`src/rtl/dssg_pkg.sv`:
```
package dssg_pkg;

  // defaults for the top level parameters
  localparam int MAX_INTERVALS_DEF = 30;
  localparam int COORD_WIDTH_DEF   = 16;
  localparam int CORDIC_STEPS_DEF  = 16;

  // configuration register indexes
  localparam logic [1:0] REG_SLICE_COUNT     = 2'd0;
  localparam logic [1:0] REG_INTERVAL_COUNT  = 2'd1;
  localparam logic [1:0] REG_REVERSE_WINDING = 2'd2;

  localparam logic [12:0] SLICE_COUNT_RST    = 13'd16;
  localparam logic [4:0]  INTERVAL_COUNT_RST = 5'd4;

  // phase: 2^32 is one turn
  localparam int PHASE_W = 32;

  // shared restoring divider
  localparam int DIV_NW = 45;            // numerator bits (13-bit slice number << 32)
  localparam int DIV_DW = 13;            // divisor bits
  localparam int DIV_QW = 33;            // quotient bits kept
  localparam int DIV_CW = 6;             // iteration counter

  typedef struct packed {
    logic              start;
    logic [DIV_CW-1:0] cnt;
  } div_ctl_t;

  // CORDIC, Q2.30 values
  localparam int CS_W = 33;
  localparam int ATAN_ENTRIES = 24;
  localparam logic signed [CS_W-1:0] CORDIC_GAIN_Q30 = 33'sd652032874;
  localparam int HALF_Q30 = 536870912;

  localparam logic signed [31:0] ATAN_TURN [ATAN_ENTRIES] = '{
    32'sd536870912, 32'sd316933405, 32'sd167458907, 32'sd85004756,
    32'sd42667331,  32'sd21354465,  32'sd10679838,  32'sd5340245,
    32'sd2670163,   32'sd1335086,   32'sd667544,    32'sd333772,
    32'sd166886,    32'sd83443,     32'sd41721,     32'sd20860,
    32'sd10430,     32'sd5215,      32'sd2607,      32'sd1303,
    32'sd651,       32'sd325,       32'sd162,       32'sd81
  };

endpackage

```
`src/rtl/dssg_div.sv`:
```
module dssg_div (
  input  logic                           clk,
  input  logic                           rst_n,
  input  dssg_pkg::div_ctl_t             ctl,
  input  logic [dssg_pkg::DIV_NW-1:0]    num,
  input  logic [dssg_pkg::DIV_DW-1:0]    den,
  output logic                           done,
  output logic [dssg_pkg::DIV_QW-1:0]    quo
);
  import dssg_pkg::*;

  logic [DIV_NW-1:0] num_r;
  logic [DIV_DW-1:0] rem_r;
  logic [DIV_QW-1:0] q_r;
  logic [DIV_CW-1:0] cnt_r;
  logic              busy_r;
  logic              done_r;

  logic [DIV_DW:0] trial;
  logic [DIV_DW:0] sub;
  logic            ge;

  // one quotient bit per cycle, numerator fed MSB first
  assign trial = {rem_r, num_r[DIV_NW-1]};
  assign ge    = (trial >= {1'b0, den});
  assign sub   = trial - {1'b0, den};

  always_ff @(posedge clk) begin
    if (!rst_n) begin
      busy_r <= 1'b0;
      done_r <= 1'b0;
    end else begin
      done_r <= 1'b0;
      if (ctl.start) begin
        busy_r <= 1'b1;
        cnt_r  <= ctl.cnt;
        num_r  <= num;
        rem_r  <= '0;
        q_r    <= '0;
      end else if (busy_r) begin
        num_r <= num_r << 1;
        rem_r <= ge ? sub[DIV_DW-1:0] : trial[DIV_DW-1:0];
        q_r   <= {q_r[DIV_QW-2:0], ge};
        cnt_r <= cnt_r - 1'b1;
        if (cnt_r == DIV_CW'(1)) begin
          busy_r <= 1'b0;
          done_r <= 1'b1;
        end
      end
    end
  end

  assign done = done_r;
  assign quo  = q_r;

endmodule

```
`src/rtl/dssg_cordic.sv`:
```
module dssg_cordic #(
  parameter int CORDIC_STEPS = dssg_pkg::CORDIC_STEPS_DEF
) (
  input  logic                                clk,
  input  logic                                rst_n,
  input  logic                                start,
  input  logic [dssg_pkg::PHASE_W-1:0]        phase,
  output logic                                done,
  output logic signed [dssg_pkg::CS_W-1:0]    cos_out,
  output logic signed [dssg_pkg::CS_W-1:0]    sin_out
);
  import dssg_pkg::*;

  logic signed [CS_W-1:0] x_r, y_r;
  logic signed [31:0]     z_r;
  logic [1:0]             quad_r;
  logic [4:0]             i_r;
  logic                   busy_r;
  logic                   done_r;

  logic signed [CS_W-1:0] dx, dy;
  logic signed [31:0]     at;

  assign dx = y_r >>> i_r;
  assign dy = x_r >>> i_r;
  assign at = ATAN_TURN[i_r];

  always_ff @(posedge clk) begin
    if (!rst_n) begin
      busy_r <= 1'b0;
      done_r <= 1'b0;
    end else begin
      done_r <= 1'b0;
      if (start) begin
        busy_r <= 1'b1;
        x_r    <= CORDIC_GAIN_Q30;
        y_r    <= '0;
        z_r    <= $signed({2'b00, phase[PHASE_W-3:0]});
        quad_r <= phase[PHASE_W-1:PHASE_W-2];
        i_r    <= '0;
      end else if (busy_r) begin
        if (!z_r[31]) begin
          x_r <= x_r - dx;
          y_r <= y_r + dy;
          z_r <= z_r - at;
        end else begin
          x_r <= x_r + dx;
          y_r <= y_r - dy;
          z_r <= z_r + at;
        end
        i_r <= i_r + 1'b1;
        if (i_r == 5'(CORDIC_STEPS - 1)) begin
          busy_r <= 1'b0;
          done_r <= 1'b1;
        end
      end
    end
  end

  // quadrant fold
  always_comb begin
    case (quad_r)
      2'd0: begin
        cos_out = x_r;
        sin_out = y_r;
      end
      2'd1: begin
        cos_out = -y_r;
        sin_out = x_r;
      end
      2'd2: begin
        cos_out = -x_r;
        sin_out = -y_r;
      end
      default: begin
        cos_out = y_r;
        sin_out = -x_r;
      end
    endcase
  end

  assign done = done_r;

endmodule

```
`src/rtl/disc_slice_strip_generator.sv`:
```
// Channel  Direction  Handshake          Payload
// in       input      in_valid/in_stall  center x/y/z, disc_radius, slice_index
// out      output     out_valid/out_stall vertex x/y/z, strip_end
// cfg      input      APB psel/penable   slice_count, interval_count, reverse_winding
//
// One wedge at a time. Per rim point: a phase division (start, 45 quotient
// bits, handoff), the CORDIC iterations and the MULC, MULS and RIMZ
// multiply/round states. Then four increment divisions on the same shared
// divider and 2*(I+1)+2 vertices at one per cycle while out_stall is low.
// rst_n is synchronous; it restores the register defaults and empties the output.
// out_stall holds the output register and the vertex emission; a new transaction is taken once the
// last vertex is loaded, even if it still waits to be taken.
module disc_slice_strip_generator #(
  parameter int MAX_INTERVALS = dssg_pkg::MAX_INTERVALS_DEF,
  parameter int COORD_WIDTH   = dssg_pkg::COORD_WIDTH_DEF,
  parameter int CORDIC_STEPS  = dssg_pkg::CORDIC_STEPS_DEF
) (
  input  logic                          clk,
  input  logic                          rst_n,
  // input channel
  input  logic                          in_valid,
  output logic                          in_stall,
  input  logic signed [COORD_WIDTH-1:0] in_center_x,
  input  logic signed [COORD_WIDTH-1:0] in_center_y,
  input  logic signed [COORD_WIDTH-1:0] in_center_z,
  input  logic [14:0]                   in_disc_radius,
  input  logic [11:0]                   in_slice_index,
  // output channel
  output logic                          out_valid,
  input  logic                          out_stall,
  output logic signed [COORD_WIDTH-1:0] out_vertex_x,
  output logic signed [COORD_WIDTH-1:0] out_vertex_y,
  output logic signed [COORD_WIDTH-1:0] out_vertex_z,
  output logic                          out_strip_end,
  // configuration
  input  logic                          psel,
  input  logic                          penable,
  input  logic                          pwrite,
  input  logic [3:0]                    paddr,
  input  logic [31:0]                   pwdata,
  output logic [31:0]                   prdata,
  output logic                          pready
);
  import dssg_pkg::*;

  localparam int CW = COORD_WIDTH;
  localparam int WW = ((CW > 16) ? CW : 16) + 2;   // center + rim offset
  localparam int AW = CW + 7;                      // increment * row
  localparam int SW = CW + 8;                      // center + accumulator
  localparam int PW = CS_W + 16;                   // cos/sin * radius

  typedef enum logic [10:0] {
    S_IDLE      = 11'b00000000001,
    S_DIVP_GO   = 11'b00000000010,
    S_DIVP_WAIT = 11'b00000000100,
    S_CORD_WAIT = 11'b00000001000,
    S_MULC      = 11'b00000010000,
    S_MULS      = 11'b00000100000,
    S_RIMZ      = 11'b00001000000,
    S_DIVI_GO   = 11'b00010000000,
    S_DIVI_WAIT = 11'b00100000000,
    S_EMIT      = 11'b01000000000,
    S_TAIL      = 11'b10000000000
  } state_t;

  // ---------------- configuration registers ----------------
  logic [12:0] slice_count_r;
  logic [4:0]  interval_count_r;
  logic        reverse_winding_r;
  logic        cfg_wr;

  assign pready = 1'b1;
  assign cfg_wr = psel & penable & pwrite;

  always_ff @(posedge clk) begin
    if (!rst_n) begin
      slice_count_r     <= SLICE_COUNT_RST;
      interval_count_r  <= INTERVAL_COUNT_RST;
      reverse_winding_r <= 1'b0;
    end else if (cfg_wr) begin
      unique case (paddr[3:2])
        REG_SLICE_COUNT:     slice_count_r     <= pwdata[12:0];
        REG_INTERVAL_COUNT:  interval_count_r  <= pwdata[4:0];
        REG_REVERSE_WINDING: reverse_winding_r <= pwdata[0];
        default: ;
      endcase
    end
  end

  always_comb begin
    unique case (paddr[3:2])
      REG_SLICE_COUNT:     prdata = {19'd0, slice_count_r};
      REG_INTERVAL_COUNT:  prdata = {27'd0, interval_count_r};
      REG_REVERSE_WINDING: prdata = {31'd0, reverse_winding_r};
      default:             prdata = '0;
    endcase
  end

  // ---------------- saturation helpers ----------------
  function automatic logic signed [CW-1:0] sat_w(input logic signed [WW-1:0] v);
    if (&v[WW-1:CW-1] || ~|v[WW-1:CW-1]) sat_w = v[CW-1:0];
    else sat_w = v[WW-1] ? {1'b1, {(CW-1){1'b0}}} : {1'b0, {(CW-1){1'b1}}};
  endfunction

  function automatic logic signed [CW-1:0] sat_s(input logic signed [SW-1:0] v);
    if (&v[SW-1:CW-1] || ~|v[SW-1:CW-1]) sat_s = v[CW-1:0];
    else sat_s = v[SW-1] ? {1'b1, {(CW-1){1'b0}}} : {1'b0, {(CW-1){1'b1}}};
  endfunction

  // ---------------- transaction state ----------------
  state_t                 state_r;
  logic                   pt_r;         // 0: rim at k+1, 1: rim at k
  logic [1:0]             idx_r;        // increment being divided {side, axis}
  logic [4:0]             row_r;
  logic                   side_r;       // 0 left, 1 right
  logic                   tail_r;

  logic signed [CW-1:0]   cx_r, cy_r, cz_r;
  logic [14:0]            rad_r;
  logic [11:0]            k_r;
  logic [12:0]            n_r;
  logic [4:0]             iv_r;
  logic                   rev_r;

  logic signed [CW-1:0]   rim_r [2][2];  // [point][x/z]
  logic signed [CW:0]     inc_r [4];     // left x, left z, right x, right z
  logic signed [AW-1:0]   acc_r [4];
  logic signed [PW-1:0]   prod_r;

  logic                   in_acc;
  logic                   load;

  assign in_stall = (state_r != S_IDLE);
  assign in_acc   = in_valid & ~in_stall;

  // effective config, taken at accept
  logic [12:0] n_eff;
  logic [4:0]  iv_eff;
  assign n_eff  = (slice_count_r == 13'd0) ? 13'd1 : slice_count_r;
  assign iv_eff = (interval_count_r == 5'd0) ? 5'd1 :
                  (interval_count_r > 5'(MAX_INTERVALS)) ? 5'(MAX_INTERVALS) :
                  interval_count_r;

  // ---------------- shared divider ----------------
  div_ctl_t           div_ctl;
  logic [DIV_NW-1:0]  div_num;
  logic [DIV_DW-1:0]  div_den;
  logic               div_done;
  logic [DIV_QW-1:0]  div_q;

  logic [DIV_NW-PHASE_W-1:0] slice_m;
  logic                      src_pt;
  logic signed [CW-1:0]      d_rim, d_ctr;
  logic signed [CW:0]        diff;
  logic [CW:0]               mag;
  logic [CW:0]               q_mag;

  // slice number k+1 for the left point, k for the right one
  assign slice_m = pt_r ? (DIV_NW-PHASE_W)'(k_r) : (DIV_NW-PHASE_W)'(k_r) + 1'b1;

  // rim minus center for the increment under way; reverse picks the other point
  assign src_pt = idx_r[1] ^ rev_r;
  assign d_rim  = idx_r[0] ? rim_r[src_pt][1] : rim_r[src_pt][0];
  assign d_ctr  = idx_r[0] ? cz_r : cx_r;
  assign diff   = (CW+1)'(d_rim) - (CW+1)'(d_ctr);
  assign mag    = diff[CW] ? $unsigned(-diff) : $unsigned(diff);
  assign q_mag  = div_q[CW:0];

  always_comb begin
    div_ctl.start = (state_r == S_DIVP_GO) || (state_r == S_DIVI_GO);
    if (state_r == S_DIVI_GO) begin
      div_ctl.cnt = DIV_CW'(CW + 1);
      div_num     = {mag, {(DIV_NW-CW-1){1'b0}}};
    end else begin
      div_ctl.cnt = DIV_CW'(DIV_NW);
      div_num     = {slice_m, {PHASE_W{1'b0}}};
    end
    div_den = (state_r == S_DIVI_GO || state_r == S_DIVI_WAIT) ?
              {{(DIV_DW-5){1'b0}}, iv_r} : n_r;
  end

  dssg_div u_div (
    .clk  (clk),
    .rst_n(rst_n),
    .ctl  (div_ctl),
    .num  (div_num),
    .den  (div_den),
    .done (div_done),
    .quo  (div_q)
  );

  // ---------------- CORDIC ----------------
  logic                   cord_start;
  logic                   cord_done;
  logic signed [CS_W-1:0] cos_v, sin_v;

  assign cord_start = (state_r == S_DIVP_WAIT) && div_done;

  dssg_cordic #(.CORDIC_STEPS(CORDIC_STEPS)) u_cordic (
    .clk    (clk),
    .rst_n  (rst_n),
    .start  (cord_start),
    .phase  (div_q[PHASE_W-1:0]),
    .done   (cord_done),
    .cos_out(cos_v),
    .sin_out(sin_v)
  );

  // ---------------- rim offset: round half up, add center, saturate ----------------
  logic signed [CS_W-1:0] cs_sel;
  logic signed [PW-1:0]   off_rnd;
  logic signed [PW-1:0]   off_sh;
  logic signed [WW-1:0]   rim_sum;
  logic signed [CW-1:0]   rim_sat;

  assign cs_sel  = (state_r == S_MULC) ? cos_v : sin_v;
  assign off_rnd = prod_r + PW'(HALF_Q30);
  assign off_sh  = off_rnd >>> 30;
  assign rim_sum = WW'((state_r == S_MULS) ? cx_r : cz_r) + off_sh[WW-1:0];
  assign rim_sat = sat_w(rim_sum);

  // ---------------- vertex datapath ----------------
  logic signed [SW-1:0] vx_sum, vz_sum;
  assign vx_sum = SW'(cx_r) + SW'(acc_r[{side_r, 1'b0}]);
  assign vz_sum = SW'(cz_r) + SW'(acc_r[{side_r, 1'b1}]);

  assign load = ~out_valid | ~out_stall;

  logic signed [CW-1:0] out_x_r, out_y_r, out_z_r;
  logic                 out_end_r;
  logic                 out_valid_r;
  logic                 emit_go;

  // a vertex is loaded whenever the register is free in EMIT or TAIL
  assign emit_go = (state_r == S_EMIT) || (state_r == S_TAIL);

  always_ff @(posedge clk) begin
    if (!rst_n) begin
      out_valid_r <= 1'b0;
    end else if (load) begin
      out_valid_r <= emit_go;
    end
  end

  // ---------------- sequencer ----------------
  always_ff @(posedge clk) begin
    if (!rst_n) begin
      state_r <= S_IDLE;
    end else begin
      unique case (state_r)
        S_IDLE: begin
          if (in_acc) begin
            cx_r    <= in_center_x;
            cy_r    <= in_center_y;
            cz_r    <= in_center_z;
            rad_r   <= in_disc_radius;
            k_r     <= in_slice_index;
            n_r     <= n_eff;
            iv_r    <= iv_eff;
            rev_r   <= reverse_winding_r;
            pt_r    <= 1'b0;
            state_r <= S_DIVP_GO;
          end
        end
        S_DIVP_GO:   state_r <= S_DIVP_WAIT;
        S_DIVP_WAIT: if (div_done) state_r <= S_CORD_WAIT;
        S_CORD_WAIT: if (cord_done) state_r <= S_MULC;
        S_MULC: begin
          prod_r  <= cs_sel * $signed({1'b0, rad_r});
          state_r <= S_MULS;
        end
        S_MULS: begin
          rim_r[pt_r][0] <= rim_sat;
          prod_r         <= cs_sel * $signed({1'b0, rad_r});
          state_r        <= S_RIMZ;
        end
        S_RIMZ: begin
          rim_r[pt_r][1] <= rim_sat;
          if (!pt_r) begin
            pt_r    <= 1'b1;
            state_r <= S_DIVP_GO;
          end else begin
            idx_r   <= 2'd0;
            state_r <= S_DIVI_GO;
          end
        end
        S_DIVI_GO: state_r <= S_DIVI_WAIT;
        S_DIVI_WAIT: begin
          if (div_done) begin
            // truncate toward zero: divide magnitudes, restore sign
            inc_r[idx_r] <= diff[CW] ? -$signed(q_mag) : $signed(q_mag);
            if (idx_r == 2'd3) begin
              for (int i = 0; i < 4; i++) acc_r[i] <= '0;
              row_r   <= '0;
              side_r  <= 1'b0;
              state_r <= S_EMIT;
            end else begin
              idx_r   <= idx_r + 1'b1;
              state_r <= S_DIVI_GO;
            end
          end
        end
        S_EMIT: begin
          if (load) begin
            out_x_r     <= sat_s(vx_sum);
            out_y_r     <= cy_r;
            out_z_r     <= sat_s(vz_sum);
            out_end_r   <= 1'b0;
            side_r      <= ~side_r;
            if (side_r) begin
              for (int i = 0; i < 4; i++) acc_r[i] <= acc_r[i] + AW'(inc_r[i]);
              if (row_r == iv_r) begin
                tail_r  <= 1'b0;
                state_r <= S_TAIL;
              end else begin
                row_r <= row_r + 1'b1;
              end
            end
          end
        end
        S_TAIL: begin
          // two center copies close the strip
          if (load) begin
            out_x_r     <= cx_r;
            out_y_r     <= cy_r;
            out_z_r     <= cz_r;
            out_end_r   <= tail_r;
            tail_r      <= 1'b1;
            if (tail_r) state_r <= S_IDLE;
          end
        end
        default: state_r <= S_IDLE;
      endcase
    end
  end

  assign out_valid     = out_valid_r;
  assign out_vertex_x  = out_x_r;
  assign out_vertex_y  = out_y_r;
  assign out_vertex_z  = out_z_r;
  assign out_strip_end = out_end_r;

endmodule

```
`config.mk`:
```
export PLATFORM = sky130hd
export DESIGN_NAME = disc_slice_strip_generator
export DESIGN_NICKNAME = d
export VERILOG_FILES = /design/src/rtl/dssg_pkg.sv /design/src/rtl/dssg_div.sv /design/src/rtl/dssg_cordic.sv /design/src/rtl/disc_slice_strip_generator.sv
export SDC_FILE = /design/constraint.sdc
export NUM_CORES = 2
export LEC_CHECK = 0
export BUFFER_PORTS_ARGS = -buffer_cell sky130_fd_sc_hd__buf_4
export CAP_MARGIN = 20
export CORE_ASPECT_RATIO = 1.4
export CORE_MARGIN = 2
export CORE_UTILIZATION = 55
export DETAILED_ROUTE_END_ITERATION = 12
export PLACE_DENSITY_LB_ADDON = 0.05
export SLEW_MARGIN = 10
export SYNTH_ARGS = -nofsm -noshare
export SYNTH_HDL_FRONTEND = slang
export SYNTH_SLANG_ARGS = --single-unit
```
`constraint.sdc`:
```
create_clock -name clk -period 8.9 [get_ports clk]
set_clock_uncertainty 0.2 [all_clocks]
set_input_delay 0.445 -clock clk [delete_from_list [all_inputs] [get_ports clk]]
set_output_delay 0.445 -clock clk [all_outputs]
set_load 0.02 [all_outputs]
```
==> results.toml <==
[run_status]
result_of_the_run = "finished, violations left"
violations_in_the_final_reports = "negative setup slack"

[min_path]
holdCritStartpoint = "paddr[2]"
min-delay-path-class = "in2reg"

[floorplanning]
io_pins = 202
die_h_um = 399
core.rowCount = 144
floorplan.initialDensity_pct = 55.6
floorplan.die.width_um = 286
die_outline_area_mm2 = 0.114
design.core.area_mm2 = 0.110

[grt]
grt_use_total_pct = 31.1
grt_antenna_before_repair = 1
grt_pass1_vias = 49800
grt_first_pass_wirelength_um = 276000
grt_start_max_net_pins = 78
grt_overflow_total = 0

[worst_setup_path]
critical_path.max_fanout = 5
crit_required_ns = 9.09
critical_path.startpoint = "u_cordic.y_r[0]"
crit_top_cell = "or3_4"
setup.worst_path.start_class = "register"
critical_path.slowest_cell = "fa_2"
slowest_delay_ns = 0.54
r2r-start = "u_cordic.y_r[0]"
worst-endpoint-arrival_ns = 9.55
worst_setup_path_end_kind = "register"
criticalPathCategory = "reg2reg"

[sta]
tightest_slew_ns = 1.11
post-route-period-util_pct = 105
slew_violations = 0
hold_viol_final = 0
slew_headroom_pct = 25.7
setup_total_negative_slack_ns = -3.55
holdWs_ns = 0.0744
unrepaired_setup_endpoints_after_global_routing = "true"
fmax_mhz = 107
fin_crit_ns = 9.37
postLayoutSetupSlackWorst_ns = -0.466
setup-violations-final = 14

[drt]
avgViaCountPerCell = 5.86
postRouteWirelength_um = 177000
drtAntennaViolNets = 0
number_of_drc_markers_in_iteration_0 = 3158
route.detailed.wl_per_inst_um = 21.3
count_of_vias_placed_by_the_detailed_router = 48700
drt_first_pass_iters = 6
drc_errors = 0

[clock_network]
htree_num_levels = 3
tritoncts = "yes"
cts_max_path_buffers = 3
clock_latency_ns = 0.66
clock_tree.root_cell = "clkbuf_16"
cts_sinks = 605
clock_slew_at_reported_path_ffs_ns = 0.06
numCtsBuffers = 68

[synth]
synth.yosys.seq_area_share_pct = 29.0
synth_top_cells_by_area = "edfxtp_1 (28%), fa_1 (15%), ha_1 (8.3%)"
ys_seq_elements = 605
netlist.area_leader.share_pct = 27.9
synth.avg_cell_area_um2 = 9.59
synth_warnings = 0
synthArstFlopShare_pct = 0
synthFlopType = "edfxtp_1"
synth_area_leader = "edfxtp_1"
number_of_distinct_library_cells_after_synthesis = 101
post_synth_design_cell_area_mm2 = 0.0613
synth_cells = 6396
ys_top_cells_by_count = "nand2_1 (699), inv_1 (616), edfxtp_1 (569)"
number_of_enable_flip_flop_cells_after_synthesis = 569
post-synth-top-count-cell = "nand2_1"

[job]
max_cap_viol_count = 0

[final_layout]
fill_cells = 9208
layout.core_utilization_pct = 63.6
post_route_cells_drive_above_1_share_pct = 14.6
finalInstanceArea_mm2 = 0.0702
area.growth.synth_to_final_pct = 14.5
design.final.nets = 7792

[power]
power_leakage_nw = 29.2
peakVddDrop_mv = 0.635
power-per-cell-area_mw_per_mm2 = 339

[placed_design]
numPortBuffers = 160
hpwl_um = 136000
preCtsSetupSlack_ns = -0.814
gp_congestion = 0.955
dpl_cell_area_mm2 = 0.0660
critical path, delay by kind of cell (launching register included):
kind                       cells  cell delay [ns]
and+or+nand+nor               11             2.36
xor gates and xnor gates       2             0.24
adders and majority gates      7             3.25
DFF                            1             0.41
muxes                          1             0.46
AOI/OAI and AO/OA              8             1.49
buffers and inverters          7             0.68
registers in the layout, summed over array words and instances, names as in the netlist, 17 cells and up, named ones only:
signal / flops
rim_r: 64
u_cordic.y_r: 33
acc_r: 92
u_div.quo: 32
u_cordic.x_r: 33
prod_r: 19
u_cordic.z_r: 32
u_div.num_r: 17
inc_r: 68
metal layers:
layer  track usage [%]  vias to the layer above  wire (um)
met2              55.6                     1501      89300
li1                  -                    22800          -
met4              14.4                        0       9080
met1              37.2                    24100      69000
met5                 0                        -          0
met3              3.96                      376       9750
where the power goes:
| group | switching [mW] | leakage, nW | total (mW) | internal [mW] |
|---|---|---|---|---|
| sequential | 0.168 | 5.24 | 4.00 | 3.83 |
| clock | 1.26 | 1.10 | 2.90 | 1.64 |
| combinational | 8.35 | 22.9 | 16.9 | 8.53 |
layout make-up:
cell class	count	area (um^2)	share of cell area [%]
Clock inverter	47	549	0.783
Sequential cell	605	17800	25.4
Inverter	620	2330	3.32
Multi-Input combinational cell	4861	40600	57.8
Tap cell	1460	1830	2.60
Clock buffer	76	1730	2.47
Antenna cell	3	7.51	0.0107
Timing Repair Buffer	638	5370	7.66
worst paths after layout:
| path | slack (ns) | endpoint | cells after the start |
|---|---|---|---|
| setup reg to reg | -0.47 | prod_r[47] | 36 |
| hold / removal | 0.07 | reverse_winding_r | 4 |
| setup / recovery | -0.47 | prod_r[47] | 36 |
| hold reg to reg | 0.22 | out_vertex_y[8] | 0 |
metrics by stage:
| stage | cells | total power [mW] |
|---|---|---|
| 6_report | 8310 | 23.8 |
| 5_1_grt | 8307 | 26.1 |
| 4_1_cts | 8292 | 22.7 |
| 3_5_place_dp | 8055 | 18.3 |
| 3_3_place_gp | 8053 | 17.9 |
| 2_1_floorplan | 6414 | 13.6 |
placed cells by master, fill, tap and decap left out, types with 28 or more instances in the layout:
cell,n
fa_1,449
nor2_1,500
or3_1,28
a31oi_1,61
buf_4,508
o21bai_1,32
nand2b_1,72
dlygate4sd3_1,92
ha_1,393
o21ai_0,223
and3_1,75
and2_1,289
xnor2_1,256
inv_1,602
nor2b_1,66
mux2_2,64
nand2_1,691
nor3_1,118
xor2_1,178
o21a_1,54
mux4_2,83
a21oi_1,367
nand3_1,89
a211oi_1,56
edfxtp_1,569
clkbuf_16,68
dfxtp_1,35
a21o_1,90
mux2i_1,84
cell families after synthesis:
| group | Yosys count | synth area share, % |
|---|---|---|
| adders and majority gates | 880 | 23.7 |
| and+or+nand+nor | 2124 | 16.6 |
| muxes | 248 | 6.31 |
| DFF | 605 | 29.0 |
| other | 2 | 0.0122 |
| AOI/OAI and AO/OA | 1149 | 11.8 |
| xor gates and xnor gates | 440 | 6.29 |
| buffers and inverters | 948 | 6.16 |
repair_timing:
action / 4_1_cts / 5_1_grt
setup buffers: 21 / 11
setup endpoints to repair: 16 / 19
pin swaps: 32 / 87
hold endpoints to repair: 101 / 0
gates cloned: 1 / 0
resized for setup: 49 / 101
hold buffers: 92 / 0
Note: power is estimated with default switching activity, not from simulation.
